## src/rtl/isfp_pkg.sv

```systemverilog
`default_nettype none

package isfp_pkg;

    // Result kind codes carried on tuser
    typedef enum logic [1:0] {
        KIND_GYRO  = 2'd0,
        KIND_ACCEL = 2'd1,
        KIND_EULER = 2'd2,
        KIND_MAG   = 2'd3
    } kind_t;

    // Configuration register indexes
    localparam logic [2:0] REG_HEADER = 3'd0;
    localparam logic [2:0] REG_ACCEL  = 3'd1;
    localparam logic [2:0] REG_GYRO   = 3'd2;
    localparam logic [2:0] REG_EULER  = 3'd3;
    localparam logic [2:0] REG_MAG    = 3'd4;

    localparam logic [7:0] HEADER_RST = 8'h55;
    localparam logic [7:0] ACCEL_RST  = 8'h51;
    localparam logic [7:0] GYRO_RST   = 8'h52;
    localparam logic [7:0] EULER_RST  = 8'h53;
    localparam logic [7:0] MAG_RST    = 8'h54;

    // Lowest legal kind byte
    localparam logic [7:0] KIND_MIN = 8'h50;

    // Field widths
    localparam int AXIS_W = 24;
    localparam int TEMP_W = 18;
    localparam int OUT_TDATA_W = 96;

    // Temperature = floor(w3 * 64 / 25): bias so the dividend stays
    // non-negative, divide by reciprocal multiply, remove the bias.
    localparam logic [17:0] TEMP_BIAS_Q   = 18'd83887;       // bias / 25
    localparam logic [22:0] TEMP_BIAS     = 23'd2097175;     // 25 * TEMP_BIAS_Q
    localparam logic [23:0] RECIP_25      = 24'd10737419;    // ceil(2^28 / 25)
    localparam int          RECIP_SHIFT   = 28;

endpackage

`default_nettype wire

```

## src/rtl/imu_serial_frame_parser.sv

```systemverilog
`default_nettype none

// Serial IMU frame parser. Feed the received UART bytes one per transfer on
// the s_axis side; the parser hunts for the header byte, takes a kind byte
// (0x50 or above), eight data bytes forming four little-endian signed 16-bit
// words and a checksum byte (8-bit wrapping sum of header, kind and data).
// A frame with a good checksum and a kind matching one of the kind registers
// yields one result transfer on m_axis: tuser carries the kind (0 gyro,
// 1 accel, 2 euler, 3 magnetometer) and tdata the three axis values and the
// temperature, all fixed point with 8 fraction bits. Bad frames are dropped
// silently. One byte is taken every clock cycle while s_axis_tready is high;
// after its checksum byte a result moves through the frame, scaling (with
// the temperature reciprocal multiplier) and output registers. Each stage
// advances whenever the stage after it is empty or draining, so gaps close
// up while m_axis_tready is low, and s_axis_tready drops only once all
// three hold a result. Configuration writes are always ready and take
// effect on the next byte; write them only while no frame is in flight.
module imu_serial_frame_parser
    import isfp_pkg::*;
(
    input  wire logic                   clk,
    input  wire logic                   rst_n,

    input  wire logic                   s_axis_tvalid,
    output logic                        s_axis_tready,
    input  wire logic [7:0]             s_axis_tdata,   // [7:0] rx_byte

    output logic                        m_axis_tvalid,
    input  wire logic                   m_axis_tready,
    // [23:0] axis_x, [47:24] axis_y, [71:48] axis_z, [89:72] temperature,
    // [95:90] zero
    output logic [OUT_TDATA_W-1:0]      m_axis_tdata,
    output logic [1:0]                  m_axis_tuser,   // [1:0] frame_kind

    input  wire logic                   cfg_valid,
    output logic                        cfg_ready,
    input  wire logic [2:0]             cfg_index,
    input  wire logic [7:0]             cfg_data
);

    typedef enum logic [1:0] {
        PH_HEAD,
        PH_KIND,
        PH_DATA,
        PH_CHECK
    } phase_t;

    // Configuration registers
    logic [7:0] header_reg, accel_reg, gyro_reg, euler_reg, mag_reg;

    // Parser state
    phase_t      phase_reg, phase_next;
    logic [7:0]  sum_reg, sum_next;
    logic [2:0]  count_reg, count_next;
    logic [7:0]  code_reg, code_next;
    logic [63:0] data_reg, data_next;

    // Frame stage: one checked frame waiting for scaling
    logic        frm_valid_reg;
    kind_t       frm_kind_reg;
    logic [63:0] frm_data_reg;

    // Scaling stage
    logic                     calc_valid_reg;
    kind_t                    calc_kind_reg;
    logic signed [AXIS_W-1:0] calc_axis_reg [3];
    logic [17:0]              calc_quot_reg;

    // Output register
    logic                     out_valid_reg;
    kind_t                    out_kind_reg;
    logic signed [AXIS_W-1:0] out_axis_reg [3];
    logic signed [TEMP_W-1:0] out_temp_reg;

    logic  in_xfer;
    logic  out_free, calc_free, frm_free;
    logic  frame_good;
    kind_t frame_kind;
    logic  kind_known;

    // Pipeline flow: a stage loads when it is empty or drains this cycle
    assign out_free  = !out_valid_reg || m_axis_tready;
    assign calc_free = !calc_valid_reg || out_free;
    assign frm_free  = !frm_valid_reg || calc_free;

    assign s_axis_tready = frm_free;
    assign in_xfer       = s_axis_tvalid && s_axis_tready;
    assign cfg_ready     = 1'b1;

    // Kind lookup, gyro first when registers are equal
    always_comb
    begin
        kind_known = 1'b1;
        frame_kind = KIND_GYRO;
        if (code_reg == gyro_reg)
            frame_kind = KIND_GYRO;
        else if (code_reg == accel_reg)
            frame_kind = KIND_ACCEL;
        else if (code_reg == euler_reg)
            frame_kind = KIND_EULER;
        else if (code_reg == mag_reg)
            frame_kind = KIND_MAG;
        else
            kind_known = 1'b0;
    end

    // Byte parser
    always_comb
    begin
        phase_next = phase_reg;
        sum_next   = sum_reg;
        count_next = count_reg;
        code_next  = code_reg;
        data_next  = data_reg;
        frame_good = 1'b0;
        unique case (phase_reg)
            PH_HEAD:
            begin
                sum_next   = 8'd0;
                count_next = 3'd0;
                if (s_axis_tdata == header_reg)
                begin
                    sum_next   = s_axis_tdata;
                    phase_next = PH_KIND;
                end
            end
            PH_KIND:
            begin
                if (s_axis_tdata >= KIND_MIN)
                begin
                    code_next  = s_axis_tdata;
                    sum_next   = sum_reg + s_axis_tdata;
                    phase_next = PH_DATA;
                end
                else
                begin
                    phase_next = PH_HEAD;
                end
            end
            PH_DATA:
            begin
                // every data byte position is written before the checksum
                sum_next = sum_reg + s_axis_tdata;
                data_next[{count_reg, 3'b000} +: 8] = s_axis_tdata;
                count_next = count_reg + 3'd1;
                if (count_reg == 3'd7)
                    phase_next = PH_CHECK;
            end
            PH_CHECK:
            begin
                phase_next = PH_HEAD;
                frame_good = (s_axis_tdata == sum_reg) && kind_known;
            end
            default:
            begin
                phase_next = PH_HEAD;
            end
        endcase
    end

    // Scaling of the three axis words and the temperature dividend
    logic signed [AXIS_W-1:0] axis_scaled [3];
    logic [45:0]              temp_prod;
    logic signed [21:0]       temp_dividend;
    logic [21:0]              temp_biased;

    always_comb
    begin
        logic signed [15:0]       w;
        logic signed [AXIS_W-1:0] wx;
        logic signed [AXIS_W-1:0] prod;
        for (int i = 0; i < 3; i++)
        begin
            w  = frm_data_reg[16*i +: 16];
            wx = AXIS_W'(w);
            prod = '0;
            case (frm_kind_reg)
                KIND_GYRO:
                begin
                    prod = wx * 24'sd125;
                    axis_scaled[i] = prod >>> 3;
                end
                KIND_ACCEL: axis_scaled[i] = wx >>> 3;
                KIND_EULER:
                begin
                    prod = wx * 24'sd45;
                    axis_scaled[i] = prod >>> 5;
                end
                default:    axis_scaled[i] = {w, 8'h00};
            endcase
        end
    end

    // the biased dividend always lands in [0, 2^22), so 22 bits hold it
    assign temp_dividend = {frm_data_reg[63:48], 6'b000000};
    assign temp_biased   = temp_dividend + TEMP_BIAS[21:0];
    assign temp_prod     = temp_biased * RECIP_25;

    // Configuration and parser state
    always_ff @(posedge clk or negedge rst_n)
    begin
        if (!rst_n)
        begin
            header_reg <= HEADER_RST;
            accel_reg  <= ACCEL_RST;
            gyro_reg   <= GYRO_RST;
            euler_reg  <= EULER_RST;
            mag_reg    <= MAG_RST;
            phase_reg  <= PH_HEAD;
            sum_reg    <= 8'd0;
            count_reg  <= 3'd0;
            code_reg   <= 8'd0;
        end
        else
        begin
            if (cfg_valid && cfg_ready)
            begin
                unique case (cfg_index)
                    REG_HEADER: header_reg <= cfg_data;
                    REG_ACCEL:  accel_reg  <= cfg_data;
                    REG_GYRO:   gyro_reg   <= cfg_data;
                    REG_EULER:  euler_reg  <= cfg_data;
                    REG_MAG:    mag_reg    <= cfg_data;
                    default:    ;
                endcase
            end
            if (in_xfer)
            begin
                phase_reg <= phase_next;
                sum_reg   <= sum_next;
                count_reg <= count_next;
                code_reg  <= code_next;
            end
        end
    end

    // Payload word buffer, no reset needed
    always_ff @(posedge clk)
    begin
        if (in_xfer)
            data_reg <= data_next;
    end

    // Pipeline valid bits
    always_ff @(posedge clk or negedge rst_n)
    begin
        if (!rst_n)
        begin
            frm_valid_reg  <= 1'b0;
            calc_valid_reg <= 1'b0;
            out_valid_reg  <= 1'b0;
        end
        else
        begin
            if (frm_free)
                frm_valid_reg <= in_xfer && frame_good;
            if (calc_free)
                calc_valid_reg <= frm_valid_reg;
            if (out_free)
                out_valid_reg <= calc_valid_reg;
        end
    end

    // Pipeline payload
    always_ff @(posedge clk)
    begin
        if (frm_free && in_xfer && frame_good)
        begin
            frm_kind_reg <= frame_kind;
            frm_data_reg <= data_reg;
        end
        if (calc_free && frm_valid_reg)
        begin
            calc_kind_reg <= frm_kind_reg;
            calc_axis_reg <= axis_scaled;
            calc_quot_reg <= temp_prod[45:RECIP_SHIFT];
        end
        if (out_free && calc_valid_reg)
        begin
            out_kind_reg <= calc_kind_reg;
            out_axis_reg <= calc_axis_reg;
            // drop the bias; temperature is zero for all but magnetometer
            if (calc_kind_reg == KIND_MAG)
                out_temp_reg <= calc_quot_reg - TEMP_BIAS_Q;
            else
                out_temp_reg <= '0;
        end
    end

    assign m_axis_tvalid = out_valid_reg;
    assign m_axis_tuser  = out_kind_reg;
    assign m_axis_tdata  = {6'b000000, out_temp_reg, out_axis_reg[2],
                            out_axis_reg[1], out_axis_reg[0]};

endmodule

`default_nettype wire

```

## config.mk

```make
export PLATFORM = sky130hd
export DESIGN_NAME = imu_serial_frame_parser
export DESIGN_NICKNAME = d
export VERILOG_FILES = /design/src/rtl/isfp_pkg.sv /design/src/rtl/imu_serial_frame_parser.sv
export SDC_FILE = /design/constraint.sdc
export NUM_CORES = 2
export LEC_CHECK = 0
export CAP_MARGIN = 10
export CORE_ASPECT_RATIO = 1.75
export CORE_UTILIZATION = 60
export CTS_CLUSTER_DIAMETER = 100
export CTS_CLUSTER_SIZE = 16
export DETAILED_ROUTE_END_ITERATION = 12
export DONT_BUFFER_PORTS = 1
export PLACE_DENSITY = 0.83
export RECOVER_POWER = 25
export SLEW_MARGIN = 20
export SYNTH_ARGS = -nofsm -noshare
export SYNTH_HDL_FRONTEND = slang
export SYNTH_SLANG_ARGS = --single-unit
```

## constraint.sdc

```tcl
create_clock -name clk -period 11.15 [get_ports clk]
set_clock_uncertainty 0.1 [all_clocks]
set_input_delay 1.6725 -clock clk [delete_from_list [all_inputs] [get_ports clk]]
set_output_delay 1.6725 -clock clk [all_outputs]
set_load 0.01 [all_outputs]
```

==> impl_metrics.csv <==
group,metric,value,unit
sta,rsz_0062_raised_after_global_routing,"no",
sta,post-route-worst-setup-slack,4680,ps
drt,post_route_drc,0,
floorplanning,floorplan.die_area,60100,sq um
worst_setup_path,cp_common_cell,"fa_1",
grt,pin_count_of_the_biggest_net_entering_global_routing,81,
floorplanning,floorplan.core_area,58300,sq um
floorplanning,initial_core_utilization,0.609,
placed_design,count_of_port_buffers_added_during_placement,0,
synth,register_bit_total_from_synthesis,378,
synth,syn_inst,3109,
finish,stdcell_count,3881,
synth,synth.yosys.warnings,0,
synth,synth.lib_cells_used.distinct,81,
sta,layout_worst_path_cycle_share,0.580,
clocking,clkSinkCount,378,
drt,overall_via_count_from_detail_route,22600,
grt,antenna_violations_before_repair,2,
clocking,cts_repair_resize_count,0,
drt,drt_iter0_markers,1342,
worst_setup_path,worst_path_largest_cell_delay,650,ps
drt,routed_via_density,5.83,
grt,grt_util_all_layers,0.291,
finish,fillers,4615,
clocking,clock_tree.htree_level_count,1,
worst_setup_path,kind_of_start_point_of_the_critical_path,"flop",
worst_setup_path,cp_num_buf_inv,4,
clocking,clkTransAtPathRegs,70,ps
synth,synth_top_cell_by_area,"edfxtp_1",
synth,post_synth_main_area_contributors,"edfxtp_1 27%, fa_1 22%, ha_1 18%",
synth,syn_area,35500,sq um
placed_design,routability_congestion,1.02,
clocking,cts.root.buffer_cell,"clkbuf_16",
worst_setup_path,ordered_cell_list_for_the_critical_path,"fa_1 -> inv_1 -> fa_1 -> inv_1 -> fa_1 -> fa_1 -> fa_1 -> inv_1 -> fa_1 -> ha_1 -> inv_1 -> ha_1 -> nand3_1 -> o221ai_1 -> nand4_1 -> nand3_1 -> o21ai_0 -> a211oi_1 -> nor3_1 -> o21bai_1 -> xor2_1",
grt,gr-total-overflow,0,
worst_setup_path,critPathTopFamily,"adder cells",
worst_setup_path,crit_type,"flop to flop",
worst_hold_path,min-delay-path-class,"flop to flop",
synth,synth_top_area_frac,0.266,
finish,nets,4020,
placed_design,place_inst,3841,
synth,syn-mean-instance-area,11.4,sq um
worst_setup_path,worst-endpoint-arrival,6700,ps
finish,layout-drive-gt1-share,0.0479,
placed_design,post-place-ws,4750,ps
grt,vias_in_the_first_global_route,25100,
floorplanning,floorplan.rows,117,
job,max_cap_viol_count,2,
power_and_ir_drop,static-leakage-power,16.9,nW
grt,grt_first_pass_wirelength,131,mm
run_status,violations,"capacitance limit, slew limit",
floorplanning,die_w,186,microns
placed_design,placed_instance_area,36300,sq um
sta,fin_crit,6470,ps
finish,most-common-layout-cells,"594 x inv_1, 515 x ha_1, 383 x fa_1",
worst_setup_path,path_max_fanout,8,
power_and_ir_drop,vdd.ir_drop.worst,0.000168,V
sta,setup-tns-final,0,ps
worst_setup_path,cp_slowest_cell,"fa_1",
sta,worst-slew-pin-transition,3830,ps
finish,layout.cells.most_common,"inv_1",
finish,num_antenna_cells,0,
clocking,numCtsBuffers,28,
drt,pre_antenna_drt_iters,7,
power_and_ir_drop,power_density,81.4,nW/um^2
drt,wire_per_inst,21.1,microns
sta,finalHoldViolCount,0,
synth,synth_flop_cell,"edfxtp_1",
clocking,cts_tree,"yes",
synth,synth_sequential_area_ratio,0.312,
sta,timing.hold.ws,313,ps
synth,number_of_synthesized_flops_with_an_enable_pin,314,
synth,ys_async_sr_fraction,0.169,
sta,maxClockFrequency,155,MHz
sta,setup_viol_count_final,0,
floorplanning,chipHeight,324,microns
drt,routed_wl,81.7,mm
run_status,status,"complete, but fails checks",
drt,final_antenna_net_count,0,
clocking,clk_path_buf_depth,3,
clocking,post-cts-setup-buffers,0,
finish,syn2layout_area_growth,4.61,%
placed_design,place_hpwl,64.8,mm
finish,stdcell_area,37100,sq um
clocking,clk_latency,590,ps
worst_setup_path,cp-end-kind,"flop",
clocking,post_cts_hold_buffer_count,0,
worst_setup_path,worst_ep_required_time,11380,ps
floorplanning,io_pins,125,
sta,max_slew_margin,-1.55,
sta,slew_viols_final,141,
path summary, 6_finish.rpt:
check / end / slack, ps / from / depth (start not counted)
setup / recovery: calc_quot_reg[12] / 4680 / frm_data_reg[50] / 21
hold / removal: frm_data_reg[46] / 310 / data_reg[46] / 0
setup reg to reg: calc_quot_reg[12] / 4680 / frm_data_reg[50] / 21
max in group asynchronous: accel_reg[0] / 10060 / rst_n / 0
hold reg to reg: frm_data_reg[46] / 310 / data_reg[46] / 0
min in group asynchronous: header_reg[3] / 680 / rst_n / 0
Yosys cell counts (15+ instances only):
master / n
nor3_1: 28
ha_1: 515
xnor2_1: 114
edfxtp_1: 314
a21o_1: 37
o21a_1: 22
o21ai_0: 85
dfrtp_1: 47
nand3_1: 30
nand2_1: 99
mux2_2: 49
nor2_1: 130
and2_1: 77
nand2b_1: 21
o22ai_1: 25
o21bai_1: 17
nor2b_1: 21
a31oi_1: 16
nand4_1: 16
nor3b_1: 15
clkbuf_1: 48
a211oi_1: 20
a21oi_1: 122
inv_1: 594
fa_1: 383
xor2_1: 71
dfstp_2: 17
cells by family after synthesis:
family          share of synthesized area
compound gates                     0.0783
xor+xnor                           0.0457
fa+ha+maj                           0.398
buf+inv                            0.0702
flops                               0.312
mux                                0.0265
other cells                      0.000212
simple gates                       0.0694
area by class of cell:
cell class              count  area, sq um  share of cell area
clock inverters             2         27.5            0.000742
inverters                 596         2240              0.0603
clock buffers              38          759              0.0205
multi-input cells        2080        21900               0.592
repair buffers             14         97.6             0.00263
flip-flops and latches    378        11100               0.298
well taps                 773          967              0.0261
routing by layer:
metal / vias up / GRT usage / part of all wire
li1: 10400 / - / -
met1: 11200 / 0.306 / 0.34
met2: 725 / 0.525 / 0.52
met3: 334 / 0.0397 / 0.050
met4: 2 / 0.208 / 0.084
met5: - / 0 / 0.00016
through the flow:
step           utilization  power [mW]
2_1_floorplan            -        2.03
3_3_place_gp         0.623        2.08
3_5_place_dp         0.623        2.10
4_1_cts              0.637        3.05
5_1_grt              0.637        3.14
6_report             0.637        3.02
power by group:
part / internal (mW) / switching (mW) / total (mW)
logic: 0.198 / 0.194 / 0.392
registers: 1.60 / 0.0756 / 1.68
clock network: 0.473 / 0.476 / 0.949
total: 2.27 / 0.746 / 3.02
Power figures use the tool's default switching activity.
